**config.mk**
```make
export PLATFORM = sky130hd
export DESIGN_NAME = settings_command_parser_core
export DESIGN_NICKNAME = d
export VERILOG_FILES = /design/src/hw/rtl/scp_pkg.sv /design/src/hw/rtl/scp_step.sv /design/src/hw/rtl/scp_out_reg.sv /design/src/hw/rtl/settings_command_parser_core.sv
export VERILOG_INCLUDE_DIRS = /design/src /design/src/hw/rtl
export SDC_FILE = /design/constraint.sdc
export NUM_CORES = 1
export LEC_CHECK = 0
export BUFFER_PORTS_ARGS = -buffer_cell sky130_fd_sc_hd__buf_2
export CAP_MARGIN = 20
export CELL_PAD_IN_SITES_DETAIL_PLACEMENT = 1
export CELL_PAD_IN_SITES_GLOBAL_PLACEMENT = 2
export CORE_AREA = 2 2 150 152
export CTS_CLUSTER_SIZE = 10
export DETAILED_ROUTE_END_ITERATION = 6
export DIE_AREA = 0 0 152 154
export PLACE_DENSITY = 0.87
export REMOVE_ABC_BUFFERS = 1
export SKIP_CTS_REPAIR_TIMING = 1
export SYNTH_ARGS = -nofsm -noshare
export SYNTH_HDL_FRONTEND = slang
export SYNTH_HIERARCHICAL = 1
export SYNTH_SLANG_ARGS = --single-unit
```
**constraint.sdc**
```tcl
create_clock -name clk -period 4.88 [get_ports clk]
set_input_delay 0.488 -clock clk [delete_from_list [all_inputs] [get_ports clk]]
set_output_delay 0.488 -clock clk [all_outputs]
set_load 0.05 [all_outputs]
```
**src/hw/rtl/settings_command_parser_core_assert.svh**
```systemverilog
// ---------------------------------------------------------------------------
// Assertion macros for the settings command parser core
// Shared property shapes: a same-cycle and a next-cycle implication, both
// clocked on the rising edge and disabled while reset is asserted.
// ---------------------------------------------------------------------------
`ifndef SETTINGS_COMMAND_PARSER_CORE_ASSERT_SVH
`define SETTINGS_COMMAND_PARSER_CORE_ASSERT_SVH

// Consequent must hold in the same cycle as the antecedent.
`define SCP_ASSERT_IMP(lbl, clk, rst, ante, cons, msg) \
  lbl: assert property (@(posedge clk) disable iff (rst) (ante) |-> (cons)) \
    else $error(msg);

// Consequent must hold in the cycle after the antecedent.
`define SCP_ASSERT_NXT(lbl, clk, rst, ante, cons, msg) \
  lbl: assert property (@(posedge clk) disable iff (rst) (ante) |=> (cons)) \
    else $error(msg);

`endif

```
**src/hw/rtl/scp_pkg.sv**
```systemverilog
// ---------------------------------------------------------------------------
// Settings command parser package
// Character codes, default sizes and the parser control types.
// ---------------------------------------------------------------------------
`default_nettype none

package scp_pkg;

  localparam int CHAR_W         = 8;
  localparam int OUT_VALUE_W    = 32;
  localparam int NUM_KEY_OUT    = 3;
  localparam int KEY_LEN_DEF    = 3;
  localparam int VALUE_BITS_DEF = 32;

  localparam logic [CHAR_W-1:0] CH_NUL    = 8'd0;
  localparam logic [CHAR_W-1:0] CH_SPACE  = 8'd32;
  localparam logic [CHAR_W-1:0] CH_BANG   = 8'd33;
  localparam logic [CHAR_W-1:0] CH_QUOTE  = 8'd34;
  localparam logic [CHAR_W-1:0] CH_HASH   = 8'd35;
  localparam logic [CHAR_W-1:0] CH_DOLLAR = 8'd36;
  localparam logic [CHAR_W-1:0] CH_DASH   = 8'd45;
  localparam logic [CHAR_W-1:0] CH_0      = 8'd48;
  localparam logic [CHAR_W-1:0] CH_9      = 8'd57;
  localparam logic [CHAR_W-1:0] CH_UA     = 8'd65;
  localparam logic [CHAR_W-1:0] CH_UF     = 8'd70;
  localparam logic [CHAR_W-1:0] CH_LA     = 8'd97;
  localparam logic [CHAR_W-1:0] CH_LF     = 8'd102;
  localparam logic [CHAR_W-1:0] CH_X      = 8'd120;

  // Offsets that turn a digit character into its value.
  localparam logic [CHAR_W-1:0] DEC_OFS   = 8'd48;
  localparam logic [CHAR_W-1:0] HEX_UC_OFS = 8'd55;
  localparam logic [CHAR_W-1:0] HEX_LC_OFS = 8'd87;

  typedef enum logic [1:0] {
    PH_KEY,
    PH_TYPE,
    PH_VALUE
  } phase_t;

  typedef enum logic [2:0] {
    KIND_HEX,
    KIND_DEC,
    KIND_DEL,
    KIND_STR,
    KIND_IGN
  } kind_t;

  typedef struct packed {
    phase_t phase;
    kind_t  kind;
    logic   del;
    logic   err;
  } ctrl_t;

endpackage

`default_nettype wire

```
**src/hw/rtl/scp_step.sv**
```systemverilog
// ---------------------------------------------------------------------------
// Parser step logic
// Next-state and result logic for one command character.
// ---------------------------------------------------------------------------
`default_nettype none

module scp_step #(
  parameter int KEY_LEN    = scp_pkg::KEY_LEN_DEF,
  parameter int VALUE_BITS = scp_pkg::VALUE_BITS_DEF,
  parameter int KCW        = $clog2(KEY_LEN + 1)
) (
  input  wire scp_pkg::ctrl_t             ctrl,
  input  wire logic [KCW-1:0]             key_count,
  input  wire logic [VALUE_BITS-1:0]      acc,
  input  wire logic [scp_pkg::CHAR_W-1:0] c,
  output scp_pkg::ctrl_t                  ctrl_next,
  output logic [KCW-1:0]                  key_count_next,
  output logic [VALUE_BITS-1:0]           acc_next,
  output logic                            key_we,
  output logic                            emit,
  output logic                            res_del,
  output logic                            res_err
);
  import scp_pkg::*;

  logic        do_type;
  logic        bad;
  logic [3:0]  digit;
  logic        is_dec;
  logic        is_uc;
  logic        is_lc;
  logic [KCW-1:0] count_inc;
  kind_t       kind_sel;

  assign count_inc = key_count + KCW'(1);
  assign bad = !((c == CH_DOLLAR) || (c == CH_HASH) || (c == CH_BANG) || (c == CH_QUOTE));
  assign is_dec = (c >= CH_0) && (c <= CH_9);
  assign is_uc  = (c >= CH_UA) && (c <= CH_UF);
  assign is_lc  = (c >= CH_LA) && (c <= CH_LF);

  always_comb begin
    if (is_lc) begin
      digit = 4'(c - HEX_LC_OFS);
    end else if (is_uc) begin
      digit = 4'(c - HEX_UC_OFS);
    end else begin
      digit = 4'(c - DEC_OFS);
    end
  end

  always_comb begin
    case (c)
      CH_DOLLAR: kind_sel = KIND_HEX;
      CH_HASH:   kind_sel = KIND_DEC;
      CH_BANG:   kind_sel = KIND_DEL;
      CH_QUOTE:  kind_sel = KIND_STR;
      default:   kind_sel = KIND_IGN;
    endcase
  end

  always_comb begin
    ctrl_next      = ctrl;
    key_count_next = key_count;
    acc_next       = acc;
    key_we         = 1'b0;
    emit           = 1'b0;
    do_type        = 1'b0;

    unique case (ctrl.phase)
      PH_KEY: begin
        if (c >= CH_DASH) begin
          key_we         = 1'b1;
          key_count_next = count_inc;
          if (count_inc == KCW'(KEY_LEN)) begin
            ctrl_next.phase = PH_TYPE;
          end
        end else begin
          do_type = 1'b1;
        end
      end
      PH_TYPE: begin
        do_type = 1'b1;
      end
      PH_VALUE: begin
        if (c == CH_NUL) begin
          emit = 1'b1;
        end else begin
          case (ctrl.kind)
            KIND_HEX: begin
              if (is_dec || is_uc || is_lc) begin
                acc_next = (acc << 4) + VALUE_BITS'(digit);
              end
            end
            KIND_DEC: begin
              if (is_dec) begin
                acc_next = (acc << 3) + (acc << 1) + VALUE_BITS'(digit);
              end
            end
            KIND_DEL: begin
              if (c == CH_X) begin
                ctrl_next.del  = 1'b1;
                ctrl_next.kind = KIND_IGN;
              end
            end
            KIND_STR: begin
              if (c == CH_QUOTE) begin
                ctrl_next.kind = KIND_IGN;
              end else if (c >= CH_SPACE) begin
                acc_next = (acc << 8) + VALUE_BITS'(c);
              end
            end
            default: begin
            end
          endcase
        end
      end
      default: begin
      end
    endcase

    if (do_type) begin
      if (c == CH_NUL) begin
        emit = 1'b1;
      end else begin
        ctrl_next.phase = PH_VALUE;
        ctrl_next.kind  = kind_sel;
        ctrl_next.err   = bad;
      end
    end

    // A finished command leaves the parser in its reset state.
    if (emit) begin
      ctrl_next.phase = PH_KEY;
      ctrl_next.kind  = KIND_IGN;
      ctrl_next.del   = 1'b0;
      ctrl_next.err   = 1'b0;
      key_count_next  = '0;
      acc_next        = '0;
    end
  end

  assign res_del = do_type ? 1'b0 : ctrl.del;
  assign res_err = do_type ? bad : ctrl.err;

endmodule

`default_nettype wire

```
**src/hw/rtl/scp_out_reg.sv**
```systemverilog
// ---------------------------------------------------------------------------
// Result register
// Holds one finished command until the downstream side takes it.
// ---------------------------------------------------------------------------
`default_nettype none
`include "settings_command_parser_core_assert.svh"

module scp_out_reg (
  input  wire logic                          clk,
  input  wire logic                          rst,
  input  wire logic                          load,
  input  wire logic [scp_pkg::CHAR_W-1:0]    key0_d,
  input  wire logic [scp_pkg::CHAR_W-1:0]    key1_d,
  input  wire logic [scp_pkg::CHAR_W-1:0]    key2_d,
  input  wire logic [scp_pkg::OUT_VALUE_W-1:0] value_d,
  input  wire logic                          del_d,
  input  wire logic                          err_d,
  input  wire logic                          out_stall,
  output logic                               out_valid,
  output logic [scp_pkg::CHAR_W-1:0]         key_first,
  output logic [scp_pkg::CHAR_W-1:0]         key_second,
  output logic [scp_pkg::CHAR_W-1:0]         key_third,
  output logic signed [scp_pkg::OUT_VALUE_W-1:0] value,
  output logic                               is_delete,
  output logic                               bad_type
);
  import scp_pkg::*;

  always_ff @(posedge clk) begin
    if (rst) begin
      out_valid <= 1'b0;
    end else if (load) begin
      out_valid <= 1'b1;
    end else if (!out_stall) begin
      out_valid <= 1'b0;
    end
  end

  always_ff @(posedge clk) begin
    if (load) begin
      key_first  <= key0_d;
      key_second <= key1_d;
      key_third  <= key2_d;
      value      <= signed'(value_d);
      is_delete  <= del_d;
      bad_type   <= err_d;
    end
  end

  `SCP_ASSERT_IMP(a_no_overwrite, clk, rst, load && out_valid, !out_stall, "result overwritten while stalled")
  `SCP_ASSERT_NXT(a_load_valid, clk, rst, load, out_valid, "loaded result not presented")
  `SCP_ASSERT_NXT(a_no_repeat, clk, rst, out_valid && !out_stall && !load, !out_valid, "result repeated")

endmodule

`default_nettype wire

```
**src/hw/rtl/settings_command_parser_core.sv**
```systemverilog
// ---------------------------------------------------------------------------
// Settings command parser core
// Parses a key, a type character and a value from a byte stream and
// presents one result per command terminated by a zero byte.
// ---------------------------------------------------------------------------
//
//   Channel  Direction  Handshake              Payload
//   input    sink       in_valid / in_stall    char_in
//   output   source     out_valid / out_stall  key_first, key_second, key_third,
//                                              value, is_delete, bad_type
//
// Each character is one transfer: the parser state is updated by one pass
// of the step logic and a finished command lands in the result register
// at the same edge, so a zero byte's result appears in the cycle after
// its transfer.
// Reset is synchronous and returns the parser to the key phase with an empty
// result register.
// The input stalls only when a character would finish a command while the
// result register still holds a result that the output side is stalling.
// ---------------------------------------------------------------------------
`default_nettype none
`include "settings_command_parser_core_assert.svh"

module settings_command_parser_core #(
  parameter int KEY_LEN    = scp_pkg::KEY_LEN_DEF,
  parameter int VALUE_BITS = scp_pkg::VALUE_BITS_DEF
) (
  input  wire logic                              clk,
  input  wire logic                              rst,
  input  wire logic                              in_valid,
  output logic                                   in_stall,
  input  wire logic [scp_pkg::CHAR_W-1:0]        char_in,
  output logic                                   out_valid,
  input  wire logic                              out_stall,
  output logic [scp_pkg::CHAR_W-1:0]             key_first,
  output logic [scp_pkg::CHAR_W-1:0]             key_second,
  output logic [scp_pkg::CHAR_W-1:0]             key_third,
  output logic signed [scp_pkg::OUT_VALUE_W-1:0] value,
  output logic                                   is_delete,
  output logic                                   bad_type
);
  import scp_pkg::*;

  localparam int KCW       = $clog2(KEY_LEN + 1);
  // Only the characters that reach an output are stored.
  localparam int KEY_STORE = (KEY_LEN < NUM_KEY_OUT) ? KEY_LEN : NUM_KEY_OUT;

  ctrl_t                  ctrl;
  ctrl_t                  ctrl_next;
  logic [KCW-1:0]         key_count;
  logic [KCW-1:0]         key_count_next;
  logic [VALUE_BITS-1:0]  acc;
  logic [VALUE_BITS-1:0]  acc_next;
  logic [CHAR_W-1:0]      key_chars [KEY_STORE];
  logic [CHAR_W-1:0]      key_out [NUM_KEY_OUT];
  logic                   key_we;
  logic                   emit;
  logic                   res_del;
  logic                   res_err;
  logic                   in_fire;
  logic                   load;
  logic                   parser_clear;

  scp_step #(
    .KEY_LEN    (KEY_LEN),
    .VALUE_BITS (VALUE_BITS),
    .KCW        (KCW)
  ) u_step (
    .ctrl           (ctrl),
    .key_count      (key_count),
    .acc            (acc),
    .c              (char_in),
    .ctrl_next      (ctrl_next),
    .key_count_next (key_count_next),
    .acc_next       (acc_next),
    .key_we         (key_we),
    .emit           (emit),
    .res_del        (res_del),
    .res_err        (res_err)
  );

  // A terminating character needs room in the result register; everything
  // else is always taken.
  assign in_stall = out_valid && out_stall && emit;
  assign in_fire  = in_valid && !in_stall;
  assign load     = in_fire && emit;

  // The parser is back at the start of a command.
  assign parser_clear = (ctrl.phase == PH_KEY) && (key_count == '0) && (acc == '0);

  always_ff @(posedge clk) begin
    if (rst) begin
      ctrl.phase <= PH_KEY;
      ctrl.kind  <= KIND_IGN;
      ctrl.del   <= 1'b0;
      ctrl.err   <= 1'b0;
      key_count  <= '0;
      acc        <= '0;
    end else if (in_fire) begin
      ctrl      <= ctrl_next;
      key_count <= key_count_next;
      acc       <= acc_next;
    end
  end

  // Key characters reset to the dash and are cleared again when a command
  // has been handed to the result register.
  for (genvar j = 0; j < KEY_STORE; j++) begin : g_key
    always_ff @(posedge clk) begin
      if (rst || load) begin
        key_chars[j] <= CH_DASH;
      end else if (in_fire && key_we && (key_count == KCW'(j))) begin
        key_chars[j] <= char_in;
      end
    end
  end

  // Output places beyond a short key always show the dash.
  for (genvar j = 0; j < NUM_KEY_OUT; j++) begin : g_key_out
    if (j < KEY_STORE) begin : g_stored
      assign key_out[j] = key_chars[j];
    end else begin : g_dash
      assign key_out[j] = CH_DASH;
    end
  end

  scp_out_reg u_out_reg (
    .clk        (clk),
    .rst        (rst),
    .load       (load),
    .key0_d     (key_out[0]),
    .key1_d     (key_out[1]),
    .key2_d     (key_out[2]),
    .value_d    (OUT_VALUE_W'(acc)),
    .del_d      (res_del),
    .err_d      (res_err),
    .out_stall  (out_stall),
    .out_valid  (out_valid),
    .key_first  (key_first),
    .key_second (key_second),
    .key_third  (key_third),
    .value      (value),
    .is_delete  (is_delete),
    .bad_type   (bad_type)
  );

  `SCP_ASSERT_NXT(a_emit_clears, clk, rst, load, parser_clear, "parser not cleared")
  `SCP_ASSERT_IMP(a_count_bound, clk, rst, 1'b1, key_count <= KCW'(KEY_LEN), "key count too large")
  `SCP_ASSERT_IMP(a_stall_full, clk, rst, in_stall, out_valid, "stall with empty result")

endmodule

`default_nettype wire
```
==> metrics.txt <==
status=finished clean; Worst slew margin=22.77%; worst path cell trace=buf_2 > inv_1 > ha_1 > nand2b_1 > o2111a_1 > nand2_1 > xnor2_1 > ha_1 > ha_1 > inv_1 > fa_1 > nor2b_1 > o2111ai_1 > nand3_1 > a21oi_2 > o31ai_1 > xor2_1 > a211o_1 > a32o_1 > nand3_1 > a21oi_1; Multi-input gate area=0.004707 mm^2; Final Setup Violations=0; Max VDD drop=175.5 uV; final WL=28,180 um; top cell type's share of synthesized area=29.51%; RSZ-0062 raised after global routing=no; initial antenna violation count=0; dpl cells=1,205; 1st-iter DRT viols=582; Reg area=0.003303 mm^2; PD cells=273.3 mW/mm^2; FMAX=231.2 MHz; Worst Path Required=5.18 ns; Final min period=4.326 ns; final worst slack=0.5539 ns; setup tns final=0 ns; Final #Nets=1,023; drt drc=0; number of vias per cell=6.119; wire length of the first global-routing pass=44,630 um; Worst-Skew Late Latency=0.44 ns; CP Class=primary input to flip-flop; YS warnings=6; DIE AREA=0.02341 mm^2; largest net degree at the start of global routing=45; Std-Cell Rows=54; register area share after synthesis=39.59%; CTS tree=done; number of global-route vias before repair=7,762; clock-pin slew on the worst setup and hold paths=0.07 ns; Yosys top cell by area=edfxtp_1; port bufs=71; I/O pin total=72; cell area after synthesis=0.008344 mm^2; CP max stage delay=0.39 ns; Total Routing Usage GR=24.16%; number of diodes=0; share of synthesized flip-flops with an asynchronous set or reset=0%; Yosys reg bits=124; Final Max Slew Viols=0; share of cells above drive strength 1=15.64%; max-cap violation count=0; fin crit share=88.65%; CP Max Fanout=7; Worst Path Arrival=4.63 ns; ANT nets after route=0; CORE AREA=0.02169 mm^2; detailed-router iteration count before antenna repair=5; Die Wd=152 um; Mapped Cells=887; initial core utilization=38.47%; height of the die=154 um; synthesized area per cell=9.407 um^2; crit end category=flip-flop; number of synthesized flops with an enable pin=82; final-layout fill cell count=2,508; htree depth=4; growth of design area from synthesis to finish=14.75%; CTS Buf Count=17; top cells by area, synth=edfxtp_1 30%, dfxtp_1 10%, ha_1 9.4%, a21oi_1 5.8%, o21ai_0 4.3%; hpwl dp=18,740 um; measured slew at the worst slew-check pin=1.157 ns; non-filler instance count after layout=1,239; gpl congestion=0.8873; GRT overflow=0; Final Hold Fails=0; CP dominant cell by count=ha_1; hold crit path type=primary input to flip-flop; Longest Clk Path Bufs=2; Via Count=7,581; Final Power=2617 uW; Design Area, Final=0.009575 mm^2; Static Leak=0.003610 uW; Unique masters post-synth=79; Setup crit start kind=primary input; Avg WL per Cell=22.74 um; top_reg_cell synth=edfxtp_1; Worst path slowest cell=fa_1; Clock Skew=0.01269 ns; Clock Sinks=124; CTS root buffer=clkbuf_16; area of placed instances=0.008975 mm^2; pre-CTS WS=0.1499 ns
## critical path, delay by kind of cell
family,cells,cell delay (ns)
compound gates,7,1.55
xor+xnor,2,0.28
fa+ha+maj,4,1.09
buf+inv,3,0.34
simple gates,5,0.87
## through the flow
stage / utilization, % / hold WS, ns
after floorplan: - / 0.4003
after global placement: 41.38 / 0.4033
after detailed placement: 41.38 / 0.4063
after CTS: 44.10 / 0.3321
after global routing: 44.15 / 0.3552
final: 44.15 / 0.3378
## registers in the layout, summed over array words and instances (netlist names)
name,count
u_out_reg/key_third,8
u_out_reg/key_second,8
key_count,2
u_out_reg/bad_type,1
acc,32
u_out_reg/out_valid,1
u_out_reg/is_delete,1
ctrl,7
u_out_reg/value,32
key_chars,24
u_out_reg/key_first,8
## cell usage after synthesis, drive strengths merged (10+ instances only)
master  instances
inv            27
o22ai          11
ha             63
dfxtp          42
nor3           18
nand3          58
edfxtp         82
and3           16
nand2          57
a221o          11
nor2           50
mux2i          19
nor2b          10
clkbuf         30
a21o           15
a21oi          98
a211oi         12
a221oi         10
o21ai          92
xnor2          13
o31ai          12
buf            22
## power breakdown
group | total (uW) | switching, uW | leakage [uW] | internal (uW)
clock network | 1300 | 537 | 0.000283 | 762
registers | 1150 | 16.1 | 0.00104 | 1130
logic | 171 | 119 | 0.00229 | 52.1
## cell families after synthesis
logic type / count (synthesis) / share of synthesized area [%]
AO/OA/AOI/OAI: 331 / 26.96
AND/OR/NAND/NOR: 250 / 15.14
flip-flops: 124 / 39.59
buffers and inverters: 79 / 4.108
adder cells (fa/ha/maj): 65 / 9.927
XOR/XNOR: 19 / 1.994
multiplexers: 19 / 2.279
## final cells by class
type	count	share of cell area, %
multi-input cells	684	49.16
clock buffers	18	4.482
clock inverters	14	1.686
flip-flops and latches	124	34.50
inverters	27	1.085
well taps	280	3.659
repair buffers	92	5.436
## per-layer routing
| metal | share of wire [%] | GRT usage (%) | wire length [um] |
|---|---|---|---|
| met2 | 47 | 39.77 | 13320 |
| met5 | 0 | 0 | 0 |
| met4 | 2.0 | 8.055 | 554 |
| met1 | 46 | 32.00 | 13030 |
| met3 | 4.5 | 4.651 | 1277 |
## cells in the final DEF, fill, tap and decap left out, drive strengths merged, types with 10 or more instances in the layout
master	Yosys	layout
nor2	50	50
mux2i	19	19
a221o	11	11
a221oi	10	10
nor2b	10	10
clkbuf	30	18
a21o	15	15
a21oi	98	98
and3	16	16
inv	27	31
o22ai	11	11
buf	22	92
o31ai	12	12
nand2	57	57
edfxtp	82	82
nor3	18	18
dfxtp	42	42
xnor2	13	13
nand3	58	58
ha	63	63
o21ai	92	92
a211oi	12	12
## path summary, 6_finish.rpt
kind | startpoint | to | slack [ns] | cells past startpoint
max | char_in[0] | acc[18] | 0.55 | 21
min | out_stall | u_out_reg/out_valid | 0.34 | 3
max reg2reg | acc[0] | acc[18] | 1.25 | 13
min reg2reg | key_chars[1][7] | u_out_reg/key_second[7] | 0.42 | 0
(Power assumes the default switching activity.)
